$ cat src/sv/smvf_pkg.sv
package smvf_pkg;

    // Fixed widths of the word and of the fields of one operation and one result.
    localparam int WORD_W   = 32;
    localparam int OP_W     = 4;
    localparam int IDX_W    = 4;
    localparam int DEPTH_W  = 7;
    localparam int STATUS_W = 3;

    // Operation codes.
    localparam logic [OP_W-1:0] OP_PUSH_VAL = 4'd0;
    localparam logic [OP_W-1:0] OP_PUSH_VAR = 4'd1;
    localparam logic [OP_W-1:0] OP_DROP     = 4'd2;
    localparam logic [OP_W-1:0] OP_POP_VAR  = 4'd3;
    localparam logic [OP_W-1:0] OP_PEEK_VAR = 4'd4;
    localparam logic [OP_W-1:0] OP_DUP      = 4'd5;
    localparam logic [OP_W-1:0] OP_ADD      = 4'd6;
    localparam logic [OP_W-1:0] OP_SUB      = 4'd7;
    localparam logic [OP_W-1:0] OP_MUL      = 4'd8;
    localparam logic [OP_W-1:0] OP_DIV      = 4'd9;
    localparam logic [OP_W-1:0] OP_EQ       = 4'd10;
    localparam logic [OP_W-1:0] OP_GT       = 4'd11;
    localparam logic [OP_W-1:0] OP_CLEAR    = 4'd12;

    // Status codes.
    localparam logic [STATUS_W-1:0] ST_OK        = 3'd0;
    localparam logic [STATUS_W-1:0] ST_UNKNOWN   = 3'd1;
    localparam logic [STATUS_W-1:0] ST_UNDERFLOW = 3'd2;
    localparam logic [STATUS_W-1:0] ST_OVERFLOW  = 3'd3;
    localparam logic [STATUS_W-1:0] ST_DIVZERO   = 3'd4;

    // One operation word.
    typedef struct packed {
        logic [OP_W-1:0]          op;
        logic signed [WORD_W-1:0] value;
        logic [IDX_W-1:0]         var_index;
    } t_cmd;

    // One result word.
    typedef struct packed {
        logic signed [WORD_W-1:0] result_value;
        logic                     flag;
        logic [DEPTH_W-1:0]       stack_depth;
        logic [STATUS_W-1:0]      status;
    } t_rsp;

    // Shift control shared by every stack cell.
    typedef struct packed {
        logic push;
        logic pop;
    } t_stack_ctl;

endpackage

$ cat src/sv/smvf_cell.sv
module smvf_cell (
    input  logic                        i_clk,
    input  smvf_pkg::t_stack_ctl        i_ctl,
    input  logic [smvf_pkg::WORD_W-1:0] i_up,
    input  logic [smvf_pkg::WORD_W-1:0] i_down,
    output logic [smvf_pkg::WORD_W-1:0] o_word
);

    logic [smvf_pkg::WORD_W-1:0] r_word;

    // A push takes the entry from the cell above, a pop the one from below.
    always_ff @(posedge i_clk) begin
        if (i_ctl.push) begin
            r_word <= i_up;
        end else if (i_ctl.pop) begin
            r_word <= i_down;
        end
    end

    assign o_word = r_word;

endmodule

$ cat config.mk
export PLATFORM = sky130hd
export DESIGN_NAME = smvf_cell
export DESIGN_NICKNAME = d
export VERILOG_FILES = /design/src/sv/smvf_pkg.sv /design/src/sv/smvf_cell.sv
export SDC_FILE = /design/constraint.sdc
export NUM_CORES = 1
export LEC_CHECK = 0
export ABC_AREA = 0
export BUFFER_PORTS_ARGS = -buffer_cell sky130_fd_sc_hd__buf_2
export CORE_ASPECT_RATIO = 2
export CORE_MARGIN = 2
export CORE_UTILIZATION = 45
export DETAILED_ROUTE_END_ITERATION = 10
export PLACE_DENSITY = 0.85
export SLEW_MARGIN = 20
export SYNTH_ARGS = -nofsm -noshare
export SYNTH_HDL_FRONTEND = slang
export SYNTH_SLANG_ARGS = --single-unit
export TNS_END_PERCENT = 1
$ cat constraint.sdc
create_clock -name i_clk -period 2.8 [get_ports i_clk]
set_input_delay 0.28 -clock i_clk [delete_from_list [all_inputs] [get_ports i_clk]]
set_output_delay 0.28 -clock i_clk [all_outputs]
set_load 0.01 [all_outputs]
==> impl_metrics.yaml <==
setup_path:
  critPathLaunchType: "input pin"
  required_ns: 2.82
  path_class: "input pin to flop"
  worstSetupEndpointType: "flop"
  path_max_fanout: 18
  arrival_ns: 1.39
cells_and_area:
  syn2layout_area_growth_pct: 36.4
  drive_above_1_share: 0.797
  largest_reg_flops: 32
  final_cell_mix: "buf_2, edfxtp_1, mux2_4, clkbuf_8, mux2_2"
  final_common_cell: "buf_2"
  antenna_cells: 0
  fillers: 256
  nNetsFinal: 239
  post-route-util: 0.644
hold_path:
  min_path_type: "input pin to flop"
global_route:
  grt_antenna_before_repair: 0
  grt_first_pass_wirelength_um: 4460
  grt_max_degree: 33
  grt_overflow: 0
  track_usage: 0.169
  grt_pass1_vias: 1036
job:
  maxCapViolCount: 0
logic_synthesis:
  yosysSeqAreaShare: 0.637
  syn_nets: 136
  synth_cell_types: 6
  ys.warnings.count: 0
  synthCells: 69
  ys_ff_latch: 32
  synth.avg_cell_area_um2: 21.9
  synth_area_um2: 1510
drt:
  post_drt_wl_per_cell_um: 15.2
  drt-initial-drc-count: 8
  routed_via_density: 4.95
  first_pass_iters: 2
  ant_nets: 0
  num_vias: 1005
  drt-total-wl_um: 3090
  drc: 0
power:
  power_frac_clock: 0.276
  pwr-share-comb: 0.188
  ir_drop_uv: 485
  switching_share: 0.222
  pwr-share-seq: 0.536
  p_int_uw: 871
  switchingPower_uw: 248
  cellPowerDensity_nw_per_um2: 544
  leakagePower_uw: 0.00101
die:
  core_um2: 3190
  rows: 29
  dieWidth_um: 44.9
  die_y_um: 85.9
  die_area_um2: 3860
  io_pins: 99
  start_util: 0.472
placed_design:
  portBuffers: 98
  gp_congestion: 0.718
clocking:
  cts_made_buffers: 5
  cts-root-buf: "clkbuf_8"
  postCtsSetupRepairBufs: 0
  clockBufferDepth: 2
  h-tree-depth: 2
  cts_resized: 0
  cts_tree: "done"
  cts-hold-fix-buffers: 0
  clk_pin_slew_ns: 0.06
  cts.sinks: 32
timing:
  fmax_mhz: 734
  final.period_utilization: 0.487
  rsz0062_at_grt: "no"
  setup_viol: 0
  worst_slew_pin_slew_ns: 0.436
  period_needed_ns: 1.36
  setup-tns-final_ns: 0
  hold_viol: 0
  hold_ws_ns: 0.305
  relSlewSlack: 0.710
  drv_slew: 0
outcome:
  outcome: "finished clean"
[logic make-up (layout without fill, tap and decap cells)]
family | Yosys count | after routing | share of synthesized area
multiplexers | 32 | 32 | 0.311
AND/OR/NAND/NOR | 1 | 1 | 0.00415
flip-flops | 32 | 32 | 0.637
buffers and inverters | 4 | 107 | 0.0473
[power groups by stage]
stage	Clock, uW	Combinational [uW]	Sequential (uW)
2_1_floorplan	0	84.8	642
3_3_place_gp	0	206	608
3_5_place_dp	0	213	611
4_1_cts	321	213	601
5_1_grt	339	225	605
6_report	309	210	600
[metal layers]
metal	vias to the layer above	wire [um]	GRT usage
li1	471	-	-
met1	470	901	0.141
met2	54	1850	0.309
met3	10	225	0.0547
met4	0	119	0.107
met5	-	0	0
[per-stage QoR]
step / std cells / area [um2] / total power, uW / setup WS [ns]
2_1_floorplan: 69 / 1510 / 727 / 1.11
3_3_place_gp: 196 / 1980 / 814 / 1.18
3_5_place_dp: 196 / 1980 / 823 / 1.13
4_1_cts: 203 / 2060 / 1140 / 1.43
5_1_grt: 203 / 2060 / 1170 / 1.40
6_report: 203 / 2060 / 1120 / 1.44
[layout make-up]
type	instances	area [um2]	area share
multi-input cells	33	475	0.231
clock inverters	2	7.51	0.00365
flip-flops and latches	32	961	0.467
repair buffers	100	505	0.246
clock buffers	5	68.8	0.0335
well taps	31	38.8	0.0189
[final timing paths]
| path | depth (start not counted) | startpoint | end |
|---|---|---|---|
| setup / recovery | 3 | i_ctl[1] | o_word[17] |
| hold / removal | 2 | i_up[22] | o_word[22] |
[Yosys cell counts, drive strengths merged]
cell type	count	area, um2
mux2	32	469
edfxtp	32	961
or2	1	6.26
buf	4	71.3
[worst max-delay path: stages]
cell	delay (ns)
buf_2	0.36
buf_4	0.40
mux2_4	0.33
Note: power is estimated with default switching activity, not from simulation.
